===== src/rtl/lrs_pkg.sv =====
`default_nettype none
package lrs_pkg;

    // phase codes
    localparam logic [2:0] PH_UNINIT     = 3'd0;
    localparam logic [2:0] PH_NOCREDS    = 3'd1;
    localparam logic [2:0] PH_CONNECTING = 3'd2;
    localparam logic [2:0] PH_RETRYWAIT  = 3'd3;
    localparam logic [2:0] PH_ONLINE     = 3'd4;
    localparam logic [2:0] PH_PROVISION  = 3'd5;
    localparam logic [2:0] PH_FAILED     = 3'd6;

    // event codes
    localparam logic [2:0] CMD_BEGIN      = 3'd0;
    localparam logic [2:0] CMD_CONN_START = 3'd1;
    localparam logic [2:0] CMD_CONNECTED  = 3'd2;
    localparam logic [2:0] CMD_DISCONN    = 3'd3;
    localparam logic [2:0] CMD_TICK       = 3'd4;
    localparam logic [2:0] CMD_FAIL       = 3'd5;

    // action codes
    localparam logic [1:0] ACT_NONE      = 2'd0;
    localparam logic [1:0] ACT_CONNECT   = 2'd1;
    localparam logic [1:0] ACT_PROVISION = 2'd2;

    // register indexes
    localparam logic [1:0] REG_RETRY_BASE = 2'd0;
    localparam logic [1:0] REG_RETRY_MAX  = 2'd1;
    localparam logic [1:0] REG_TIMEOUT    = 2'd2;
    localparam logic [1:0] REG_FAIL_LIMIT = 2'd3;

    localparam logic [31:0] RETRY_BASE_RST = 32'd1000;
    localparam logic [31:0] RETRY_MAX_RST  = 32'd8000;
    localparam logic [31:0] TIMEOUT_RST    = 32'd30000;
    localparam logic [7:0]  FAIL_LIMIT_RST = 8'd3;

    localparam logic [7:0] COUNT_MAX = 8'd255;
    localparam logic [1:0] SHIFT_CAP = 2'd3;

    typedef struct packed {
        logic [2:0]  cmd;
        logic [31:0] now_ms;
        logic        has_creds;
        logic        accepted;
        logic [15:0] drop_reason;
        logic        cred_failure;
    } lrs_event_t;

    typedef struct packed {
        logic [2:0]  phase;
        logic        creds_known;
        logic [7:0]  retry_count;
        logic [7:0]  cred_fail_count;
        logic [31:0] overall_deadline;
        logic [31:0] retry_time;
        logic [15:0] reason;
    } lrs_state_t;

    typedef struct packed {
        logic [31:0] backoff_base;
        logic [31:0] backoff_cap;
        logic [31:0] connect_timeout_ms;
        logic [7:0]  cred_fail_limit;
    } lrs_cfg_t;

    // due when the wrapped difference is non-negative
    function automatic logic is_due(input logic [31:0] now, input logic [31:0] deadline);
        logic [31:0] diff;
        diff = now - deadline;
        return ~diff[31];
    endfunction

endpackage
`default_nettype wire


===== src/rtl/lrs_backoff.sv =====
`default_nettype none
module lrs_backoff (
    input  wire logic [31:0] base_ms,
    input  wire logic [31:0] cap_ms,
    input  wire logic [7:0]  retry_count,
    output logic [31:0]      delay_ms
);
    import lrs_pkg::*;

    logic [1:0]  shift;
    logic [34:0] wide;

    // cap the exponent, shift without loss, then clamp
    always_comb
    begin
        shift    = (retry_count >= {6'd0, SHIFT_CAP}) ? SHIFT_CAP : retry_count[1:0];
        wide     = {3'd0, base_ms} << shift;
        delay_ms = (wide > {3'd0, cap_ms}) ? cap_ms : wide[31:0];
    end

endmodule
`default_nettype wire


===== src/rtl/lrs_core.sv =====
`default_nettype none
module lrs_core (
    input  wire lrs_pkg::lrs_event_t ev,
    input  wire lrs_pkg::lrs_state_t cur,
    input  wire lrs_pkg::lrs_cfg_t   cfg,
    output lrs_pkg::lrs_state_t      nxt,
    output logic [1:0]               action
);
    import lrs_pkg::*;

    logic        online;
    logic [7:0]  rc_base;
    logic [7:0]  cf_base;
    logic [7:0]  cf_inc;
    logic [7:0]  rc_inc;
    logic [31:0] delay_ms;
    logic        disc_ok;

    // counters as seen by a disconnect: cleared first when dropping from online
    assign online  = (cur.phase == PH_ONLINE);
    assign rc_base = online ? 8'd0 : cur.retry_count;
    assign cf_base = online ? 8'd0 : cur.cred_fail_count;
    assign cf_inc  = (ev.cred_failure && cf_base < COUNT_MAX) ? cf_base + 8'd1 : cf_base;
    assign rc_inc  = (rc_base < COUNT_MAX) ? rc_base + 8'd1 : rc_base;
    assign disc_ok = cur.creds_known && cur.phase != PH_FAILED && cur.phase != PH_PROVISION;

    lrs_backoff u_backoff (
        .base_ms     (cfg.backoff_base),
        .cap_ms      (cfg.backoff_cap),
        .retry_count (rc_inc),
        .delay_ms    (delay_ms)
    );

    always_comb
    begin
        nxt    = cur;
        action = ACT_NONE;
        unique case (ev.cmd)
            CMD_BEGIN:
            begin
                if (cur.phase == PH_UNINIT)
                begin
                    nxt.creds_known = ev.has_creds;
                    if (!ev.has_creds)
                    begin
                        nxt.phase = PH_NOCREDS;
                        action    = ACT_PROVISION;
                    end
                    else
                    begin
                        nxt.overall_deadline = ev.now_ms + cfg.connect_timeout_ms;
                        nxt.phase            = PH_CONNECTING;
                        action               = ACT_CONNECT;
                    end
                end
            end
            CMD_CONN_START:
            begin
                if (cur.phase == PH_CONNECTING || cur.phase == PH_RETRYWAIT)
                begin
                    nxt.phase = ev.accepted ? PH_CONNECTING : PH_FAILED;
                end
            end
            CMD_CONNECTED:
            begin
                if (cur.creds_known && cur.phase != PH_FAILED)
                begin
                    nxt.phase           = PH_ONLINE;
                    nxt.retry_count     = 8'd0;
                    nxt.cred_fail_count = 8'd0;
                    nxt.reason          = 16'd0;
                end
            end
            CMD_DISCONN:
            begin
                if (disc_ok)
                begin
                    nxt.reason          = ev.drop_reason;
                    nxt.cred_fail_count = cf_inc;
                    if (online)
                    begin
                        nxt.overall_deadline = ev.now_ms + cfg.connect_timeout_ms;
                    end
                    if (cf_inc >= cfg.cred_fail_limit)
                    begin
                        nxt.retry_count = rc_base;
                        nxt.phase       = PH_PROVISION;
                    end
                    else
                    begin
                        nxt.retry_count = rc_inc;
                        nxt.retry_time  = ev.now_ms + delay_ms;
                        nxt.phase       = PH_RETRYWAIT;
                    end
                end
            end
            CMD_TICK:
            begin
                priority if (cur.phase == PH_NOCREDS)
                begin
                    nxt.phase = PH_PROVISION;
                    action    = ACT_PROVISION;
                end
                else if ((cur.phase == PH_CONNECTING || cur.phase == PH_RETRYWAIT) &&
                         is_due(ev.now_ms, cur.overall_deadline))
                begin
                    nxt.phase = PH_PROVISION;
                    action    = ACT_PROVISION;
                end
                else if (cur.phase == PH_RETRYWAIT && is_due(ev.now_ms, cur.retry_time))
                begin
                    nxt.phase = PH_CONNECTING;
                    action    = ACT_CONNECT;
                end
                else
                begin
                    action = ACT_NONE;
                end
            end
            CMD_FAIL:
            begin
                nxt.phase = PH_FAILED;
            end
            default:
            begin
                nxt = cur;
            end
        endcase
    end

endmodule
`default_nettype wire


===== src/rtl/link_reconnect_supervisor_unit.sv =====
// Link reconnect supervisor.
// Input channel: one event beat per handshake (in_valid high, in_stall low),
// carrying cmd, now_ms and the per-event qualifiers. Output channel: one
// result beat per event (action, phase_now, last_reason), taken when
// out_valid is high and out_stall is low.
// Path: an event is held in the input register, evaluated against the
// supervisor state and written to the result register once that register is
// free or draining.
// Throughput: one event per cycle when not stalled; the state update and the
// result register load share one edge, so each event sees the state left by
// its predecessor; the single evaluation stage between the registers sets it.
// Stall: while the result register holds an untaken beat and the receiver
// stalls, the pending event stays in the input register and in_stall rises;
// the input register still takes a beat whenever it is empty or drains.
// Configuration: cfg_we writes register cfg_index (0 retry base, 1 retry
// max, 2 connect timeout, 3 credential-failure limit) at once; write only
// while no event is in flight.
// Reset: configuration registers return to their defaults, the phase to
// uninitialised and both channels empty; payload registers are not reset.
`default_nettype none
module link_reconnect_supervisor_unit (
    input  wire logic        clk,
    input  wire logic        rst_n,
    input  wire logic        cfg_we,
    input  wire logic [1:0]  cfg_index,
    input  wire logic [31:0] cfg_data,
    input  wire logic        in_valid,
    output logic             in_stall,
    input  wire logic [2:0]  cmd,
    input  wire logic [31:0] now_ms,
    input  wire logic        has_creds,
    input  wire logic        accepted,
    input  wire logic [15:0] drop_reason,
    input  wire logic        cred_failure,
    output logic             out_valid,
    input  wire logic        out_stall,
    output logic [1:0]       action,
    output logic [2:0]       phase_now,
    output logic [15:0]      last_reason
);
    import lrs_pkg::*;

    lrs_cfg_t   cfg_reg;
    lrs_state_t state_reg;
    lrs_state_t state_next;
    lrs_event_t ev_reg;
    logic       ev_vld_reg;
    logic       out_vld_reg;
    logic [1:0] act_next;
    logic [1:0] act_reg;
    logic [2:0] phase_reg;
    logic [15:0] reason_reg;
    logic       advance;
    logic       in_take;

    // evaluate the held event when the result register is free or draining
    assign advance  = ev_vld_reg && (!out_vld_reg || !out_stall);
    assign in_stall = ev_vld_reg && !advance;
    assign in_take  = in_valid && !in_stall;

    lrs_core u_core (
        .ev     (ev_reg),
        .cur    (state_reg),
        .cfg    (cfg_reg),
        .nxt    (state_next),
        .action (act_next)
    );

    // configuration registers
    always_ff @(posedge clk or negedge rst_n)
    begin
        if (!rst_n)
        begin
            cfg_reg.backoff_base       <= RETRY_BASE_RST;
            cfg_reg.backoff_cap        <= RETRY_MAX_RST;
            cfg_reg.connect_timeout_ms <= TIMEOUT_RST;
            cfg_reg.cred_fail_limit    <= FAIL_LIMIT_RST;
        end
        else if (cfg_we)
        begin
            unique case (cfg_index)
                REG_RETRY_BASE: cfg_reg.backoff_base       <= cfg_data;
                REG_RETRY_MAX:  cfg_reg.backoff_cap        <= cfg_data;
                REG_TIMEOUT:    cfg_reg.connect_timeout_ms <= cfg_data;
                REG_FAIL_LIMIT: cfg_reg.cred_fail_limit    <= cfg_data[7:0];
                default:        cfg_reg                    <= cfg_reg;
            endcase
        end
    end

    // supervisor state: advance once per evaluated event
    always_ff @(posedge clk or negedge rst_n)
    begin
        if (!rst_n)
        begin
            state_reg <= '0;
        end
        else if (advance)
        begin
            state_reg <= state_next;
        end
    end

    // input register and handshake flags
    always_ff @(posedge clk or negedge rst_n)
    begin
        if (!rst_n)
        begin
            ev_vld_reg  <= 1'b0;
            out_vld_reg <= 1'b0;
        end
        else
        begin
            if (in_take)
            begin
                ev_vld_reg <= 1'b1;
            end
            else if (advance)
            begin
                ev_vld_reg <= 1'b0;
            end
            if (advance)
            begin
                out_vld_reg <= 1'b1;
            end
            else if (!out_stall)
            begin
                out_vld_reg <= 1'b0;
            end
        end
    end

    // payload: hold the event beat, load the result beat
    always_ff @(posedge clk)
    begin
        if (in_take)
        begin
            ev_reg.cmd          <= cmd;
            ev_reg.now_ms       <= now_ms;
            ev_reg.has_creds    <= has_creds;
            ev_reg.accepted     <= accepted;
            ev_reg.drop_reason  <= drop_reason;
            ev_reg.cred_failure <= cred_failure;
        end
        if (advance)
        begin
            act_reg    <= act_next;
            phase_reg  <= state_next.phase;
            reason_reg <= state_next.reason;
        end
    end

    assign out_valid   = out_vld_reg;
    assign action      = act_reg;
    assign phase_now   = phase_reg;
    assign last_reason = reason_reg;

endmodule
`default_nettype wire


===== config.mk =====
export PLATFORM = sky130hd
export DESIGN_NAME = link_reconnect_supervisor_unit
export DESIGN_NICKNAME = d
export VERILOG_FILES = /design/src/rtl/lrs_pkg.sv /design/src/rtl/lrs_backoff.sv /design/src/rtl/lrs_core.sv /design/src/rtl/link_reconnect_supervisor_unit.sv
export SDC_FILE = /design/constraint.sdc
export NUM_CORES = 1
export LEC_CHECK = 0
export ABC_AREA = 1
export BUFFER_PORTS_ARGS = -buffer_cell sky130_fd_sc_hd__clkbuf_2
export CAP_MARGIN = 15
export CORE_ASPECT_RATIO = 1.25
export CORE_MARGIN = 2
export CORE_UTILIZATION = 50
export CTS_BUF_LIST = sky130_fd_sc_hd__clkbuf_8
export DETAILED_ROUTE_END_ITERATION = 8
export MAX_ROUTING_LAYER = met4
export PLACE_DENSITY = 0.67
export RECOVER_POWER = 50
export SYNTH_ARGS = -nofsm -noshare
export SYNTH_HDL_FRONTEND = slang
export SYNTH_SLANG_ARGS = --single-unit
export TNS_END_PERCENT = 10

===== constraint.sdc =====
create_clock -name clk -period 19.2 [get_ports clk]
set_clock_uncertainty 0.2 [all_clocks]
set_input_delay 2.88 -clock clk [delete_from_list [all_inputs] [get_ports clk]]
set_output_delay 2.88 -clock clk [all_outputs]
set_load 0.1 [all_outputs]

* After elaboration in Yosys (flattened, before gate mapping)
Cells that the tools add are included.
Word-level totals: memory bits (read-only) 0, memory bits (writable) 0, bits in latches 0, word-level logic and storage cells 123, register bits after elaboration 281, memories kept 0
Cells by class: shift-type cells 1, $add $sub $neg 6, multipliers 0, muxes and demuxes 38, order comparisons 5, reductions and logical operators 28, bitwise gates (word level) 3, div/mod/pow operators 0, equality and inequality tests 20
Operator list (number):
- $mux 32 | 5
- $mux 96 | 1
- $add 32x32->32 | 2
- $pmux 16 s2 | 2
- $pmux 32 s2 | 1
- $sub 32x32->32 | 2
- $mux 8 | 5
- $gt 35x32->1 | 1
- $shl 32x2->35 | 1
- $mux 16 | 2
- $mux 3 | 8
- $pmux 3 s6 | 1
- $add 8x1->8 const B | 2
- $lt 8x8->1 const B | 2
- $eq 3x2->1 const B | 4
- $mux 2 | 6
- $ne 2x1->1 const B | 5
- $eq 3x3->1 const B | 3
- $ge 8x2->1 const B | 1
- $ge 8x8->1 | 1
- $logic_and 1x1->1 | 8
- $reduce_and 2->1 | 4
- $reduce_and 4->1 | 2
- $eq 3x1->1 const B | 2
- other kinds (15) | 30

* Longest topological paths before layout
word-level depth 13, mapped depth 58, mapped depth without buffers 53

* Modules after synthesis
From an unflattened synthesis, not the netlist that was laid out.
Unflattened totals: cell total of the unflattened synthesis 2869, area total of the unflattened synthesis 21006.4 µm²
Modules (own cells, without submodules):
- link_reconnect_supervisor_unit | cells an instance 982, instances 1, area each 10636.5 µm²
- lrs_core | cells an instance 1396, instances 1, area each 7788.7 µm²
- lrs_backoff | cells an instance 491, instances 1, area each 2581.2 µm²

* Least setup slack after synthesis
Ideal clock, no wire load.
path type input to output, start input port out_stall, end output port in_stall, path buffers 0, setup slack 11.839 ns, cell stages on the path 2, required time 16.120 ns, data arrival time 4.281 ns, path through nand2_1 -> nor2_1
On the way: word-level cells in the longest chain between the ends 5
RTL lines:
- start, declared | line link_reconnect_supervisor_unit.sv:36 | input wire logic out_stall,
- $logic_not 1->1
- $logic_or 1x1->1 | line link_reconnect_supervisor_unit.sv:57 | assign advance = ev_vld_reg && (!out_vld_reg || !out_stall);
- $logic_and 1x1->1 | line link_reconnect_supervisor_unit.sv:57
- $logic_not 1->1 | line link_reconnect_supervisor_unit.sv:58 | assign in_stall = ev_vld_reg && !advance;
- $logic_and 1x1->1 | line link_reconnect_supervisor_unit.sv:58
- end, declared | line link_reconnect_supervisor_unit.sv:28 | output logic in_stall,
Every way passes these cells.

* Final worst setup path
start register state_reg[99] (netlist name), end register state_reg[38] (netlist name)
On the way: word-level cells in the longest chain between the ends 10, elaborated cells on any way between the ends 23, classes of those cells add/sub (3); order compare (5); eq/ne (3); shift (1); mux (6); bitwise (1); reduce/logical (4)
RTL lines:
- start, declared | line link_reconnect_supervisor_unit.sv:44 | lrs_state_t state_reg;
- start signal, assigned | line link_reconnect_supervisor_unit.sv:100 | state_reg <= state_next;
- $eq 3x3->1 | line lrs_core.sv:20 | assign online = (cur.phase == PH_ONLINE);
- $mux 8 | line lrs_core.sv:21 | assign rc_base = online ? 8'd0 : cur.retry_count;
- $add 8x1->8 or $lt 8x8->1 (tied branches) | line lrs_core.sv:24 | assign rc_inc = (rc_base < COUNT_MAX) ? rc_base + 8'd1 : rc_base;
- $mux 8 | line lrs_core.sv:24
- $ge 8x2->1 | line lrs_backoff.sv:16 | shift = (retry_count >= {6'd0, SHIFT_CAP}) ? SHIFT_CAP : retry_count[1:0];
- $mux 2 | line lrs_backoff.sv:16
- $shl 32x2->35 | line lrs_backoff.sv:17 | wide = {3'd0, base_ms} << shift;
- $gt 35x32->1 | line lrs_backoff.sv:18 | delay_ms = (wide > {3'd0, cap_ms}) ? cap_ms : wide[31:0];
- $mux 32 | line lrs_backoff.sv:18
- $add 32x32->32 | line lrs_core.sv:92 | nxt.retry_time = ev.now_ms + delay_ms;
Several ways; a longest one is shown, not always the timed one. A chain may end at the register's enable or synchronous reset.

==> run summary <==
=========================================================================================
EDFF count, synth ..........................................................           75
Setup repair after global routing missed its margin ........................        false
Reported max-cap violation count ...........................................            6
Number of placed instances, taps included ..................................         2741
Inserted Clock Buffers .....................................................           49
X dimension of the die .....................................................       173 um
Post-Synthesis Cells .......................................................         2198
Global routing usage summed across all routing layers ......................        0.275
Result of the run .......................................................... complete, but fails checks
Count of final hold-check violations .......................................            0
Most Frequent Cell on Critical Path ........................................ sky130_fd_sc_hd__nand2_1
Post-cts gate resize count .................................................            0
Average cell area after synthesis ..........................................    8.08 um^2
Clk sinks ..................................................................          281
Die Area ...................................................................  0.0370 mm^2
Hold Path End .............................................................. state_reg[48]
Final WL ...................................................................     49300 um
Level count of the clock H-tree ............................................            2
Final setup margin .........................................................      9.74 ns
Cell taking the most area after synthesis .................................. sky130_fd_sc_hd__dfrtp_1
Data arrival at the endpoint of the critical path ..........................      9.75 ns
Synth cell count leaders ................................................... sky130_fd_sc_hd__nand2_1, sky130_fd_sc_hd__inv_1, sky130_fd_sc_hd__o21ai_0
Final setup violation count ................................................            0
TritonCTS clock tree .......................................................        built
Number of pins with negative max-slew slack in the final report ............          363
Netlist area before placement ..............................................  0.0178 mm^2
Ratio of cells with drive above 1 in the final layout ......................        0.104
Distinct cell type count after synthesis ...................................           57
Global placer's final weighted congestion ..................................        0.934
Detail Placement HPWL ......................................................     37700 um
Worst EP required ..........................................................     19.49 ns
Transition time at the pin with the least slew margin ......................      4.49 ns
P&R area growth vs syn .....................................................        11.5%
Depth of the worst hold-timing path ........................................            2
Register-to-register setup slack ...........................................      9.74 ns
Number of global-route vias before repair ..................................        14600
Most instantiated library cell after synthesis ............................. sky130_fd_sc_hd__nand2_1
Relative max-transition margin .............................................        -1.99
Power per Cell Area ........................................................  176 mW/mm^2
Reg2Reg Launch Point ....................................................... state_reg[99]
Synthesis warning total ....................................................            0
Fraction of the cycle the final worst path needs ...........................        0.493
Clk slew on worst S/H paths ................................................      0.06 ns
Worst skew pair latency ....................................................      0.61 ns
Floorplan Core Area ........................................................  0.0352 mm^2
Sequential cell area fraction in the yosys report ..........................        0.419
Port Buffers ...............................................................          115
Post-layout minimum cycle time .............................................      9.46 ns
Max Buffers Root-to-Sink ...................................................            3
Number of antenna violations at the first check in global routing ..........            0
Proportion of register bits with asynchronous set or reset after synthesis .        0.733
Wire length of the first global-routing pass ...............................     78600 um
Placed Instance Area .......................................................  0.0188 mm^2
Vias per std cell ..........................................................         5.37
Sort of element at the start of the critical path ..........................    flip-flop
Total grt overflow .........................................................            0
Worst reg2reg path depth ...................................................           52
Wire per inst ..............................................................      17.4 um
CP peak stage delay ........................................................      0.65 ns
Accumulated negative setup slack ...........................................         0 ns
Number of cell rows ........................................................           77
Type of element capturing the critical path ................................    flip-flop
Area used by sequential logic in the layout ................................ 0.00743 mm^2
Leading register cell type out of synthesis ................................ sky130_fd_sc_hd__dfrtp_1
Worst R2R End .............................................................. state_reg[38]
Post-CTS Hold Fix Bufs .....................................................            0
First drt pass iteration count .............................................            5
Pre-CTS worst setup slack ..................................................      9.78 ns
Largest fanout on the critical path ........................................           60
Pleak ......................................................................      9.82 nW
Overall power after layout .................................................      3.49 mW
Worst-case hold slack ......................................................     0.282 ns
Highest attainable clock frequency .........................................    0.106 GHz
Maximum number of pins on one net before global-route repair ...............           82
Maximum resistive drop on vdd ..............................................     0.120 mV
Synthesized flop and latch total ...........................................          281
Net count reported at finish ...............................................         2581
Critical Path Slowest Stage Cell ........................................... sky130_fd_sc_hd__inv_2
Launch instance of the worst min-delay path ................................ state_reg[48]
Core occupancy in the finished layout ......................................        0.563
Failing checks ............................................................. capacitance limit, slew limit
Count of placed standard cells in the final layout, fillers left out .......         2834
Cell types with the largest area share after synthesis ..................... sky130_fd_sc_hd__dfrtp_1, sky130_fd_sc_hd__edfxtp_1, sky130_fd_sc_hd__ha_1, sky130_fd_sc_hd__nand2_1, sky130_fd_sc_hd__o21ai_0
Classification of the worst-slack hold path ................................ flip-flop to flip-flop
Fillers ....................................................................         3370
Initial cell density of the core ...........................................        0.505
Setup CP Type .............................................................. flip-flop to flip-flop
Diode count ................................................................            0
Die span in y ..............................................................       215 um
Nets in the synthesized netlist ............................................         2460
Flip-flop count of the largest register, all copies and words added ........          104
Number of ports placed on the die boundary .................................          116
Number of routed nets with antenna violations ..............................            0
Multi-input gate area in the final layout .................................. 0.00888 mm^2
Number of setup buffers added after CTS ....................................            0
DRC marker count from the first detailed-route iteration ...................         1036
Cell area after layout .....................................................  0.0198 mm^2
Area share of the leading cell type in the synthesized netlist .............        0.261
Buffer type at the clock tree root ......................................... sky130_fd_sc_hd__clkbuf_8
Detailed-route DRC error count .............................................            0
Number of vias in the routed layout ........................................        15200
=========================================================================================
## final cells by class
class                      count  share of cell area
clock buffer                  54              0.0375
inverter                     319              0.0605
multi-input combinational   1542               0.448
clock inverter                38              0.0156
timing repair buffer         126              0.0327
sequential                   281               0.375
tap                          474              0.0299
## critical path: cells and delay by family, from the launching register on
kind | cells | cell delay, ns
AO/OA/AOI/OAI | 10 | 2.38
adder cells (fa/ha/maj) | 3 | 0.96
buffers and inverters | 6 | 1.38
flip-flops | 1 | 0.50
multiplexers | 1 | 0.39
AND/OR/NAND/NOR | 32 | 3.47
## metal layers
layer | wire length (um) | global-route usage | share of wire | up-vias
met5 | 0 | - | 0 | -
met2 | 23500 | 0.451 | 0.48 | 382
met4 | 2160 | 0.118 | 0.044 | 0
met1 | 21400 | 0.344 | 0.43 | 7079
met3 | 2210 | 0.0343 | 0.045 | 110
li1 | - | - | - | 7649
## worst max-delay path by stage
stage / to / startpoint / slack, ns
after floorplan: in_stall / out_stall / 11.84
after global placement: state_reg[38] / state_reg[99] / 10.08
after detailed placement: state_reg[38] / state_reg[99] / 9.78
after CTS: state_reg[38] / state_reg[99] / 9.74
after global routing: state_reg[38] / state_reg[99] / 8.63
final: state_reg[38] / state_reg[99] / 9.74
## power by group
group / total, mW / internal, mW / switching [mW]
registers: 0.850 / 0.767 / 0.0823
clock network: 0.591 / 0.329 / 0.261
logic: 2.05 / 0.708 / 1.34
## placed cells by master, fill, tap and decap left out, types with 12 or more instances in the layout
cell type / instances
sky130_fd_sc_hd__nand2_1: 490
sky130_fd_sc_hd__inv_1: 327
sky130_fd_sc_hd__o21ai_0: 256
sky130_fd_sc_hd__dfrtp_1: 185
sky130_fd_sc_hd__ha_1: 167
sky130_fd_sc_hd__a21oi_1: 149
sky130_fd_sc_hd__nor2_1: 114
sky130_fd_sc_hd__clkbuf_2: 106
sky130_fd_sc_hd__nand3_1: 83
sky130_fd_sc_hd__edfxtp_1: 75
sky130_fd_sc_hd__clkbuf_8: 54
sky130_fd_sc_hd__o21ai_1: 42
sky130_fd_sc_hd__nand4_1: 24
sky130_fd_sc_hd__xor2_1: 23
sky130_fd_sc_hd__o22ai_1: 23
sky130_fd_sc_hd__mux2i_1: 22
sky130_fd_sc_hd__dfstp_2: 21
sky130_fd_sc_hd__xnor2_1: 20
sky130_fd_sc_hd__nor3_1: 17
sky130_fd_sc_hd__or2_2: 13
sky130_fd_sc_hd__clkbuf_1: 12
## kinds of logic after synthesis
| kind of cell | synth area share |
|---|---|
| and+or+nand+nor | 0.179 |
| AOI/OAI and AO/OA | 0.166 |
| buffers and inverters | 0.0819 |
| DFF | 0.419 |
| adders and majority gates | 0.120 |
| xor gates and xnor gates | 0.0212 |
| muxes | 0.0130 |
(Power assumes the default switching activity.)
